<file path="config.mk">
export PLATFORM = sky130hd
export DESIGN_NAME = murmur3_key_partitioner
export DESIGN_NICKNAME = d
export VERILOG_FILES = /design/src/hw/rtl/mkp_pkg.sv /design/src/hw/rtl/mkp_hash.sv /design/src/hw/rtl/mkp_rem.sv /design/src/hw/rtl/murmur3_key_partitioner.sv
export VERILOG_INCLUDE_DIRS = /design/src /design/src/hw/rtl
export SDC_FILE = /design/constraint.sdc
export NUM_CORES = 2
export LEC_CHECK = 0
export BUFFER_PORTS_ARGS = -buffer_cell sky130_fd_sc_hd__buf_2
export CORE_MARGIN = 1
export CORE_UTILIZATION = 33
export DETAILED_ROUTE_END_ITERATION = 8
export GPL_ROUTABILITY_DRIVEN = 0
export GPL_TIMING_DRIVEN = 0
export SLEW_MARGIN = 20
export SYNTH_ARGS = -nofsm -noshare
export SYNTH_HDL_FRONTEND = slang
export SYNTH_HIERARCHICAL = 1
export SYNTH_SLANG_ARGS = --single-unit
</file>
<file path="constraint.sdc">
create_clock -name clk -period 25.4 [get_ports clk]
set_input_delay 5.08 -clock clk [delete_from_list [all_inputs] [get_ports clk]]
set_output_delay 5.08 -clock clk [all_outputs]
set_load 0.02 [all_outputs]
</file>
<file path="src/hw/rtl/assert_macros.svh">
// ----------------------------------------------------------------------------
// assertion macros
// shared concurrent assertion wrappers, empty when synthesized
// ----------------------------------------------------------------------------
`ifndef ASSERT_MACROS_SVH
`define ASSERT_MACROS_SVH

`ifndef SYNTHESIS

// same-cycle implication
`define MKP_ASSERT_IMP(label, clk, rst, ante, cons) \
  label: assert property (@(posedge clk) disable iff (rst) (ante) |-> (cons)) \
    else $error("mkp assertion failed");

// next-cycle implication
`define MKP_ASSERT_NXT(label, clk, rst, ante, cons) \
  label: assert property (@(posedge clk) disable iff (rst) (ante) |=> (cons)) \
    else $error("mkp assertion failed");

`else

`define MKP_ASSERT_IMP(label, clk, rst, ante, cons)
`define MKP_ASSERT_NXT(label, clk, rst, ante, cons)

`endif

`endif

</file>
<file path="src/hw/rtl/mkp_pkg.sv">
// ----------------------------------------------------------------------------
// mkp_pkg
// shared constants, types and helpers of the key partitioner
// ----------------------------------------------------------------------------
`default_nettype none

package mkp_pkg;

  localparam int KEY_BYTES = 8;
  localparam int KEY_LEN   = (KEY_BYTES > 8) ? 8 : KEY_BYTES;
  localparam int KEY_W     = 64;
  localparam int HASH_W    = 32;
  localparam int LANES     = KEY_W / HASH_W;
  localparam int NBLK      = KEY_LEN / 4;
  localparam int TAIL      = KEY_LEN % 4;

  localparam logic [KEY_W-1:0] KEY_MASK =
    (KEY_LEN >= 8) ? {KEY_W{1'b1}} : ((64'd1 << (8 * KEY_LEN)) - 64'd1);
  localparam logic [HASH_W-1:0] LEN_WORD = HASH_W'(KEY_LEN);

  localparam logic [HASH_W-1:0] MM_C1 = 32'hcc9e2d51;
  localparam logic [HASH_W-1:0] MM_C2 = 32'h1b873593;
  localparam logic [HASH_W-1:0] MM_N  = 32'he6546b64;
  localparam logic [HASH_W-1:0] MM_F1 = 32'h85ebca6b;
  localparam logic [HASH_W-1:0] MM_F2 = 32'hc2b2ae35;

  localparam int CNT_W     = 9;
  localparam int OWN_W     = 8;
  localparam int CFG_IDX_W = 2;
  localparam int CFG_W     = 32;

  localparam logic [HASH_W-1:0] SEED_RESET  = 32'h9747b28c;
  localparam logic [CNT_W-1:0]  COUNT_RESET = 9'd1;
  localparam logic [OWN_W-1:0]  LOCAL_RESET = 8'd0;

  localparam int DIV_BITS    = 4;
  localparam int DIV_STAGES  = HASH_W / DIV_BITS;
  localparam int HASH_STAGES = 2 + LANES + 3;
  localparam int LATENCY     = HASH_STAGES + DIV_STAGES + 1;

  typedef enum logic [CFG_IDX_W-1:0] {
    REG_HASH_SEED    = 2'd0,
    REG_CLIENT_COUNT = 2'd1,
    REG_LOCAL_INDEX  = 2'd2
  } cfg_reg_t;

  typedef struct packed {
    logic              vld;
    logic [HASH_W-1:0] hash;
  } hash_beat_t;

  typedef struct packed {
    logic              vld;
    logic [HASH_W-1:0] hash;
    logic [OWN_W-1:0]  rem;
  } rem_beat_t;

  function automatic logic [HASH_W-1:0] rotl(input logic [HASH_W-1:0] x, input int r);
    return (x << r) | (x >> (HASH_W - r));
  endfunction

  // one restoring step of the remainder, divisor 1..256
  function automatic logic [OWN_W-1:0] rem_step(input logic [OWN_W-1:0] r, input logic b,
                                                input logic [CNT_W-1:0] d);
    logic [CNT_W-1:0] t;
    t = {r, b};
    if (t >= d) begin
      t = t - d;
    end
    return t[OWN_W-1:0];
  endfunction

endpackage

`default_nettype wire

</file>
<file path="src/hw/rtl/mkp_hash.sv">
// ----------------------------------------------------------------------------
// mkp_hash
// pipelined 32-bit murmur3 of one fixed-length key per cycle
// ----------------------------------------------------------------------------
`default_nettype none

module mkp_hash (
  input  wire logic                         clk,
  input  wire logic                         rst,
  input  wire logic                         in_vld,
  input  wire logic [mkp_pkg::KEY_W-1:0]    key_bytes,
  input  wire logic [mkp_pkg::HASH_W-1:0]   seed,
  output mkp_pkg::hash_beat_t               out
);

  logic [mkp_pkg::KEY_W-1:0]  key_m;
  logic [mkp_pkg::HASH_W-1:0] mul1 [mkp_pkg::LANES];
  logic                       v1;
  logic [mkp_pkg::HASH_W-1:0] scr [mkp_pkg::LANES];
  logic                       v2;

  logic [mkp_pkg::HASH_W-1:0] mix_h   [mkp_pkg::LANES+1];
  logic [mkp_pkg::HASH_W-1:0] mix_scr [mkp_pkg::LANES+1][mkp_pkg::LANES];
  logic                       mix_v   [mkp_pkg::LANES+1];

  logic [mkp_pkg::HASH_W-1:0] f1;
  logic                       fv1;
  logic [mkp_pkg::HASH_W-1:0] f2;
  logic                       fv2;
  logic [mkp_pkg::HASH_W-1:0] hash;
  logic                       hv;

  logic [mkp_pkg::HASH_W-1:0] fin_a;
  logic [mkp_pkg::HASH_W-1:0] fin_b;

  assign key_m = key_bytes & mkp_pkg::KEY_MASK;

  // block scramble, first multiply
  always_ff @(posedge clk) begin
    for (int w = 0; w < mkp_pkg::LANES; w++) begin
      mul1[w] <= key_m[w*mkp_pkg::HASH_W +: mkp_pkg::HASH_W] * mkp_pkg::MM_C1;
    end
  end

  // block scramble, second multiply
  always_ff @(posedge clk) begin
    for (int w = 0; w < mkp_pkg::LANES; w++) begin
      scr[w] <= mkp_pkg::rotl(mul1[w], 15) * mkp_pkg::MM_C2;
    end
  end

  always_ff @(posedge clk) begin
    if (rst) begin
      v1 <= 1'b0;
      v2 <= 1'b0;
    end else begin
      v1 <= in_vld;
      v2 <= v1;
    end
  end

  always_comb begin
    mix_h[0]   = seed;
    mix_v[0]   = v2;
    mix_scr[0] = scr;
  end

  // one mix stage per key word
  for (genvar w = 0; w < mkp_pkg::LANES; w++) begin : g_mix
    logic [mkp_pkg::HASH_W-1:0] h_x;
    logic [mkp_pkg::HASH_W-1:0] h_r;
    logic [mkp_pkg::HASH_W-1:0] h_next;

    always_comb begin
      h_x = mix_h[w] ^ mix_scr[w][w];
      h_r = mkp_pkg::rotl(h_x, 13);
      if (w < mkp_pkg::NBLK) begin
        h_next = h_r + (h_r << 2) + mkp_pkg::MM_N;
      end else if (w == mkp_pkg::NBLK && mkp_pkg::TAIL != 0) begin
        h_next = h_x;
      end else begin
        h_next = mix_h[w];
      end
    end

    always_ff @(posedge clk) begin
      mix_h[w+1]   <= h_next;
      mix_scr[w+1] <= mix_scr[w];
    end

    always_ff @(posedge clk) begin
      if (rst) begin
        mix_v[w+1] <= 1'b0;
      end else begin
        mix_v[w+1] <= mix_v[w];
      end
    end
  end

  // finalizer
  always_comb begin
    fin_a = mix_h[mkp_pkg::LANES] ^ mkp_pkg::LEN_WORD;
    fin_a = fin_a ^ (fin_a >> 16);
    fin_b = f1 ^ (f1 >> 13);
  end

  always_ff @(posedge clk) begin
    f1   <= fin_a * mkp_pkg::MM_F1;
    f2   <= fin_b * mkp_pkg::MM_F2;
    hash <= f2 ^ (f2 >> 16);
  end

  always_ff @(posedge clk) begin
    if (rst) begin
      fv1 <= 1'b0;
      fv2 <= 1'b0;
      hv  <= 1'b0;
    end else begin
      fv1 <= mix_v[mkp_pkg::LANES];
      fv2 <= fv1;
      hv  <= fv2;
    end
  end

  assign out.vld  = hv;
  assign out.hash = hash;

endmodule

`default_nettype wire

</file>
<file path="src/hw/rtl/mkp_rem.sv">
// ----------------------------------------------------------------------------
// mkp_rem
// pipelined restoring remainder of the hash by the partition count
// ----------------------------------------------------------------------------
`default_nettype none

module mkp_rem (
  input  wire logic                        clk,
  input  wire logic                        rst,
  input  wire mkp_pkg::hash_beat_t         in,
  input  wire logic [mkp_pkg::CNT_W-1:0]   divisor,
  output mkp_pkg::rem_beat_t               out
);

  logic                       st_v [mkp_pkg::DIV_STAGES+1];
  logic [mkp_pkg::HASH_W-1:0] st_h [mkp_pkg::DIV_STAGES+1];
  logic [mkp_pkg::OWN_W-1:0]  st_r [mkp_pkg::DIV_STAGES+1];

  always_comb begin
    st_v[0] = in.vld;
    st_h[0] = in.hash;
    st_r[0] = '0;
  end

  // four quotient bits per stage, msb first
  for (genvar s = 0; s < mkp_pkg::DIV_STAGES; s++) begin : g_div
    logic [mkp_pkg::OWN_W-1:0]  r_next;
    logic [mkp_pkg::HASH_W-1:0] bits;

    always_comb begin
      r_next = st_r[s];
      bits   = st_h[s] << (s * mkp_pkg::DIV_BITS);
      for (int j = 0; j < mkp_pkg::DIV_BITS; j++) begin
        r_next = mkp_pkg::rem_step(r_next, bits[mkp_pkg::HASH_W-1], divisor);
        bits   = bits << 1;
      end
    end

    always_ff @(posedge clk) begin
      st_h[s+1] <= st_h[s];
      st_r[s+1] <= r_next;
    end

    always_ff @(posedge clk) begin
      if (rst) begin
        st_v[s+1] <= 1'b0;
      end else begin
        st_v[s+1] <= st_v[s];
      end
    end
  end

  assign out.vld  = st_v[mkp_pkg::DIV_STAGES];
  assign out.hash = st_h[mkp_pkg::DIV_STAGES];
  assign out.rem  = st_r[mkp_pkg::DIV_STAGES];

endmodule

`default_nettype wire

</file>
<file path="src/hw/rtl/murmur3_key_partitioner.sv">
// ----------------------------------------------------------------------------
// murmur3_key_partitioner
// done rises after a taken key passes the hash, remainder and output registers
// throughput: one key per cycle, busy stays low; set by the fully pipelined
// multiply and remainder stages
// reset: clears all valid bits, seed 0x9747b28c, client count 1, local index 0
// ----------------------------------------------------------------------------
`default_nettype none

`include "assert_macros.svh"

module murmur3_key_partitioner (
  input  wire logic                            clk,
  input  wire logic                            rst,
  input  wire logic                            start,
  output logic                                 busy,
  input  wire logic [mkp_pkg::KEY_W-1:0]       key_bytes,
  output logic                                 done,
  output logic [mkp_pkg::HASH_W-1:0]           hash_value,
  output logic [mkp_pkg::OWN_W-1:0]            owner_index,
  output logic                                 is_local,
  input  wire logic                            cfg_we,
  input  wire logic [mkp_pkg::CFG_IDX_W-1:0]   cfg_index,
  input  wire logic [mkp_pkg::CFG_W-1:0]       cfg_data
);

  logic [mkp_pkg::HASH_W-1:0] hash_seed;
  logic [mkp_pkg::CNT_W-1:0]  client_count;
  logic [mkp_pkg::OWN_W-1:0]  local_index;
  logic [mkp_pkg::CNT_W-1:0]  count_eff;

  mkp_pkg::hash_beat_t hash_beat;
  mkp_pkg::rem_beat_t  rem_beat;

  assign busy = 1'b0;

  always_ff @(posedge clk) begin
    if (rst) begin
      hash_seed    <= mkp_pkg::SEED_RESET;
      client_count <= mkp_pkg::COUNT_RESET;
      local_index  <= mkp_pkg::LOCAL_RESET;
    end else if (cfg_we) begin
      case (mkp_pkg::cfg_reg_t'(cfg_index))
        mkp_pkg::REG_HASH_SEED:    hash_seed    <= cfg_data;
        mkp_pkg::REG_CLIENT_COUNT: client_count <= cfg_data[mkp_pkg::CNT_W-1:0];
        mkp_pkg::REG_LOCAL_INDEX:  local_index  <= cfg_data[mkp_pkg::OWN_W-1:0];
        default: ;
      endcase
    end
  end

  // zero acts as one, anything above 256 acts as 256
  always_comb begin
    if (client_count == '0) begin
      count_eff = mkp_pkg::CNT_W'(1);
    end else if (client_count[mkp_pkg::CNT_W-1] &&
                 client_count[mkp_pkg::CNT_W-2:0] != '0) begin
      count_eff = mkp_pkg::CNT_W'(256);
    end else begin
      count_eff = client_count;
    end
  end

  mkp_hash u_hash (
    .clk       (clk),
    .rst       (rst),
    .in_vld    (start && !busy),
    .key_bytes (key_bytes),
    .seed      (hash_seed),
    .out       (hash_beat)
  );

  mkp_rem u_rem (
    .clk     (clk),
    .rst     (rst),
    .in      (hash_beat),
    .divisor (count_eff),
    .out     (rem_beat)
  );

  always_ff @(posedge clk) begin
    hash_value  <= rem_beat.hash;
    owner_index <= rem_beat.rem;
    is_local    <= (rem_beat.rem == local_index);
  end

  always_ff @(posedge clk) begin
    if (rst) begin
      done <= 1'b0;
    end else begin
      done <= rem_beat.vld;
    end
  end

  `MKP_ASSERT_IMP(a_done_from_start, clk, rst, done, $past(start && !busy, mkp_pkg::LATENCY))
  `MKP_ASSERT_IMP(a_done_from_hash, clk, rst, done, $past(hash_beat.vld, mkp_pkg::DIV_STAGES + 1))
  `MKP_ASSERT_IMP(a_hash_carried, clk, rst, done, hash_value == $past(hash_beat.hash, mkp_pkg::DIV_STAGES + 1))

endmodule

`default_nettype wire

</file>
=== After elaboration in Yosys (flattened, before gate mapping) ===
Memory sizes are Yosys's and may differ from the RTL's.
Cells that the tools add are included.

* Flip-flop bits (word level): 682
* Bits in writable memories: 64
* Output and inout port bits: 43
* Memories kept: 1

* Add/subtract/negate cells: 36
* Multipliers: 6
* Order comparisons: 32
* Eq/ne operators: 3
* Muxes and demuxes: 34
* Bitwise logic cells: 10
* Reduce and logical (&&, ||, !) cells: 7

{| class="wikitable"
|+ Memory list
! name !! words !! width !! read ports !! clocked after Yosys merged registers in !! wr ports !! RTL line !! text
|-
| u_hash.mul1 || 2 || 32 || 2 || 0 || 2 || mkp_hash.sv:17 || <nowiki>logic [mkp_pkg::HASH_W-1:0] mul1 [mkp_pkg::LANES];</nowiki>
|}

{| class="wikitable"
|+ Operators with widths
! cell !! count
|-
| 9-bit >= comparator || 31
|-
| 8-bit two-way mux || 32
|-
| 8-bit subtractor || 31
|-
| 32-bit by 31-bit multiplier with 32-bit output, second input constant || 3
|-
| 32-bit adder || 2
|-
| 32-bit adder, second input constant || 2
|-
| 32-bit by 29-bit multiplier with 32-bit output, second input constant || 2
|-
| 32-bit by 13-bit OR with 32-bit output || 2
|-
| 32-bit by 15-bit OR with 32-bit output || 2
|-
| 32-bit by 16-bit XOR with 32-bit output || 2
|-
| 32-bit XOR || 2
|-
| 32-bit by 32-bit multiplier with 32-bit output, second input constant || 1
|-
| 32-bit by 19-bit XOR with 32-bit output || 1
|-
| 9-bit two-way mux || 2
|-
| 1-bit by 9-bit >= comparator with 1-bit output || 1
|-
| 9-bit zero test || 1
|-
| 8-bit == test || 1
|-
| 8-bit nonzero test || 1
|-
| 1-bit by 8-bit subtractor with 8-bit output || 1
|-
| 2-bit AND reduction || 3
|-
| 2-bit by 1-bit == test with 1-bit output, second input constant || 1
|-
| 2-bit == test, second input constant || 1
|-
| 2-bit zero test || 1
|-
| 1-bit logical AND || 1
|-
| 1-bit inverter || 1
|}

=== Logic depth before layout (Yosys ltp) ===
* Depth after elaboration: 12
* Depth in mapped cells: 37
* Depth with buffers taken out: 34

=== Cells and area by module ===
The synthesis kept the hierarchy.

{| class="wikitable"
|+ By module, submodules not included
! module !! times used !! cells each !! area an instance (um^2) !! seq. area each (um^2)
|-
| mkp_hash || 1 || 6105 || 61168.7 || 6546.3
|-
| mkp_rem || 1 || 2212 || 20841.2 || 6566.3
|-
| murmur3_key_partitioner || 1 || 266 || 2788.9 || 1821.7
|}

=== Least setup slack after synthesis ===
OpenSTA, ideal clock, no wires.

* Path type: input port to flip-flop
* Start point: input key_bytes[6] (netlist name)
* End point: memory u_hash/mul1[0][31] (netlist name)
* Arrival time: 10582 ps
* Slack: 14697 ps
* Cell stages on the path: 21
* Path buffers: 0
* Cells stage by stage: ha_1 -> fa_1 -> fa_1 -> inv_1 -> fa_1 -> inv_1 -> fa_1 -> inv_1 -> fa_1 -> fa_1 -> inv_1 -> ha_1 -> ha_1 -> o2111a_1 -> a221oi_2 -> a21oi_1 -> a211oi_1 -> o21ai_1 -> a21oi_1 -> o21ai_1 -> xnor2_1

{| class="wikitable"
|+ RTL lines
! item !! RTL line !! text
|-
| start, declared || murmur3_key_partitioner.sv:17 || <nowiki>input wire logic [mkp_pkg::KEY_W-1:0] key_bytes,</nowiki>
|-
| end, declared || mkp_hash.sv:17 ||
|}

==> impl_results.md <==
- HP Class: flop to flop
- Fin cells: 12300
- Num Clock Sinks: around 750
- Hold Path End: u_rem/g_div[3].bits[28]
- H-tree Lvls: 3
- Die area: 259000 um^2
- Antenna violations before repair: 7
- RSZ-0062 raised after global routing: no
- CP arrival: approximately 11 ns
- Syn Nets: between 10000 and 15000
- Post-Synth XOR/XNOR Area: 6.78%
- Main synth FF type: dfxtp_1
- Fraction of the mapped netlist area in adder cells: 48.5%
- Initial DRC Count: 2688
- Max Clk Rate: 0.0920 GHz
- Via density: 4.68
- Number of detailed-route iterations in the first pass: 5
- Total number of vias: between 50000 and 60000
- FF-to-FF Start: client_count[8]
- Remaining Overflow, GRT: 0
- Post-CTS Setup Inserts: 0
- Post-CTS Hold Fix Bufs: 0
- Synth top area cells: fa_1 26%, ha_1 23%, dfxtp_1 18%
- Fin crit share: 42.8%
- # nets final: 11600
- CP Class: input pin to flop
- Hold path depth: 0
- R2r worst-path depth: 30
- Critical Path Start Type: input pin
- Vert. Die Dim: approximately 510 um
- Post-route ant nets: 0
- Max FO, Critical Path: 8
- Number of synthesized flops with an enable pin: 0
- Syn Area/Cell: 9.88 um^2
- Setup violations, final: 0
- Crit-path cells: buf_2, ha_1, fa_1, fa_1, inv_1, fa_1, inv_1, fa_1, inv_1, fa_1, fa_1, inv_1, ha_1, ha_1, and3_1, nand2_1, o211ai_1, a211o_1, nand4_1, a31oi_1, nor4_1, a311oi_1
- CTS Buf Count: 83
- Post-synthesis sequential area ratio: 17.6%
- TNS Setup: 0 ns
- Fin. max-slew vios: 0
- Number of max-cap violations: 0
- Post-CTS sizing: 0
- Final hold violations: 0
- Worst path required time: about 26 ns
- R2R Setup Slk: 15.90 ns
- GRT Resource Usage Total: around 16%
- Hold Crit Start: u_rem/g_div[2].bits[24]
- First-pass GRT wire length: 321 mm
- Post-Place Cells: 12100
- CTS root buf: clkbuf_16
- Synth warn: 6
- WL/cell: roughly 16 um
- Initial Util: 33.3%
- Top-level port count: about 150
- Min Clock Period, post-route: 10.87 ns
- Status: finished, final reports clean
- Yosys top cell by area: fa_1
- Synth Register Bits: 746
- Total core area: roughly 250000 um^2
- Synth Area in Compound Gates: 8.67%
- Syn-to-layout area delta: 9.68%
- Master of the slowest instance on the critical path: fa_1
- Routed Wire Length: 197 mm
- Crit. End Element: flop
- Post-synthesis mux area share: 2.17%
- CTS clock-pin slew for the worst setup and hold paths: 0.06 ns
- Transition time of the tightest slew-check pin: 1.11 ns
- Largest family of logic cells by synthesized area: adder cells
- Clk Latency, worst-skew pair: ~0.72 ns
- DRC: 0
- FFs w/ async S/R, synth: 0%
- Num rows: about 190
- Max incr delay on CP: 0.50 ns
- Setup Skew: around 0.039 ns
- Rel. slew slack: 25.5%
- Synth Cell Area: 84800 um^2
- Library cells used by synthesis: 106
- Post-synthesis simple-gate area fraction: 5.94%
- Layout cells sized above 1: under 10%
- Most used cell, CP: fa_1
- Cells after Synth: approximately 8600
- R2R Path End: u_rem/st_r[47]
- Pin count of the biggest net entering global routing: 53
- DPL Wire Length: about 170 mm
- Number of global-route vias before repair: 61900
- Die Wd: between 500 and 600 um
- CTS tree: done
- Clock Path Buffers: 3
- Port Buffers: 143
- Share of the synthesized area in the top cell type: about 26%
[synthesized netlist by cell type (9+ instances only)]
| cell type | n |
|---|---|
| o2111a_1 | 9 |
| nor4_1 | 13 |
| o221ai_1 | 18 |
| buf_4 | 45 |
| o31a_1 | 26 |
| or2_2 | 14 |
| ha_1 | 1528 |
| o31ai_1 | 16 |
| o21ai_0 | 211 |
| nand3b_1 | 28 |
| or3_1 | 30 |
| mux2_4 | 12 |
| a21boi_0 | 10 |
| nor2_1 | 277 |
| a31oi_1 | 27 |
| o21ai_1 | 9 |
| o21a_1 | 84 |
| a211o_1 | 19 |
| nor3_1 | 96 |
| mux2i_1 | 69 |
| and3_1 | 27 |
| o21bai_1 | 52 |
| mux2_2 | 85 |
| buf_2 | 11 |
| fa_1 | 1099 |
| a2111o_1 | 9 |
| a21o_1 | 129 |
| clkbuf_1 | 14 |
| xor2_1 | 210 |
| nand3_1 | 66 |
| nand2b_1 | 41 |
| inv_1 | 2187 |
| o211ai_1 | 20 |
| buf_6 | 10 |
| xnor2_1 | 446 |
| a211oi_1 | 36 |
| and2_1 | 19 |
| nor2b_1 | 73 |
| nand2_1 | 247 |
| nand4_1 | 38 |
| a21oi_1 | 312 |
| dfxtp_1 | 746 |
[flip-flops by register name, summed over array words and instances (netlist names), 2 cells and up]
| register | flops |
|---|---|
| u_rem/st_r | 56 |
| u_rem/out | 41 |
| u_rem/g_div.bits | 84 |
| u_rem/st_h | 140 |
| u_hash/hash | 32 |
| client_count | 9 |
| u_hash/mul1 | 64 |
| u_hash/f1 | 32 |
| u_hash/mix_scr | 96 |
| u_hash/f2 | 32 |
| u_rem/st_v | 7 |
| hash_seed | 32 |
| u_hash/mix_h | 64 |
| owner_index | 8 |
| u_hash/mix_v | 2 |
| hash_value | 32 |
| local_index | 8 |
[per-layer routing]
layer  track usage [%]  up-vias  wire (um)
li1                  -    27800          -
met4              4.14        4       5030
met1              19.7    28200      87800
met5                 0        -         29
met3              1.72      277       6750
met2              27.7     1037      97800
[through the flow]
stage / cell area [um^2] / hold slack (ns) / worst slack, ns / utilization, %
after floorplan: 84800 / 0.310 / 14.70 / -
after global placement: 89700 / 0.310 / 13.67 / 35.2
after detailed placement: 90000 / 0.312 / 13.84 / 35.3
after CTS: 93000 / 0.306 / 14.63 / 36.5
after global routing: 93000 / 0.322 / 14.29 / 36.5
final: 93000 / 0.306 / 14.53 / 36.5
[area by class of cell]
cell class,instances,area (um^2)
clock buffer,104,2270
timing repair buffer,153,930
antenna,3,7.51
inverter,2187,8220
buffer,81,562
multi-input combinational,5569,61100
clock inverter,49,766
tap,3366,4210
sequential,746,14900
fill,25300,162000
[how the worst max path moves through the flow]
stage | start | end | depth (start not counted)
finish | key_bytes[39] | u_hash/mul1[0][63] | 22
global route | key_bytes[7] | u_hash/mul1[0][31] | 22
CTS | key_bytes[7] | u_hash/mul1[0][31] | 22
detailed placement | key_bytes[3] | u_hash/mul1[0][31] | 23
global placement | client_count[4] | u_rem/st_r[47] | 30
floorplan | key_bytes[6] | u_hash/mul1[0][31] | 21
[cells by family (layout without fill, tap and decap cells)]
family          count (synthesis)  count (layout)
xor+xnor                      656             656
buf+inv                      2268            2574
compound gates               1098            1098
fa+ha+maj                    2627            2627
simple gates                 1020            1020
mux                           167             167
other cells                     1               4
flops                         746             746
[critical path, delay by kind of cell]
kind	cells	cell delay [ns]
adders and majority gates	9	3.79
AOI/OAI and AO/OA	4	1.46
and+or+nand+nor	4	0.60
buffers and inverters	5	0.47
[placed cells by master, fill, tap and decap left out, types with 11 or more instances in the layout]
cell type,n
xor2_1,209
a211oi_1,36
nand3b_1,28
mux2_2,85
dfxtp_1,746
nand4_1,38
clkbuf_8,11
o21ai_0,211
a21oi_1,312
buf_2,154
mux2i_1,69
a21o_1,129
buf_6,11
clkbuf_16,83
nand2_1,247
xnor2_1,446
nand2b_1,41
buf_4,45
o21bai_1,52
ha_1,1528
nor4_1,13
o221ai_1,18
nor2_1,276
nor2b_1,73
nand3_1,66
o21a_1,84
clkbuf_1,24
a31oi_1,27
o31a_1,26
nor3_1,96
and2_1,19
fa_1,1099
o211ai_1,20
and3_1,27
inv_1,2179
a211o_1,19
mux2_4,12
or2_2,14
o31ai_1,16
or3_1,30
Power is not shown: default switching activity piles up to over one toggle a cycle in this logic, so the estimate is an artifact.
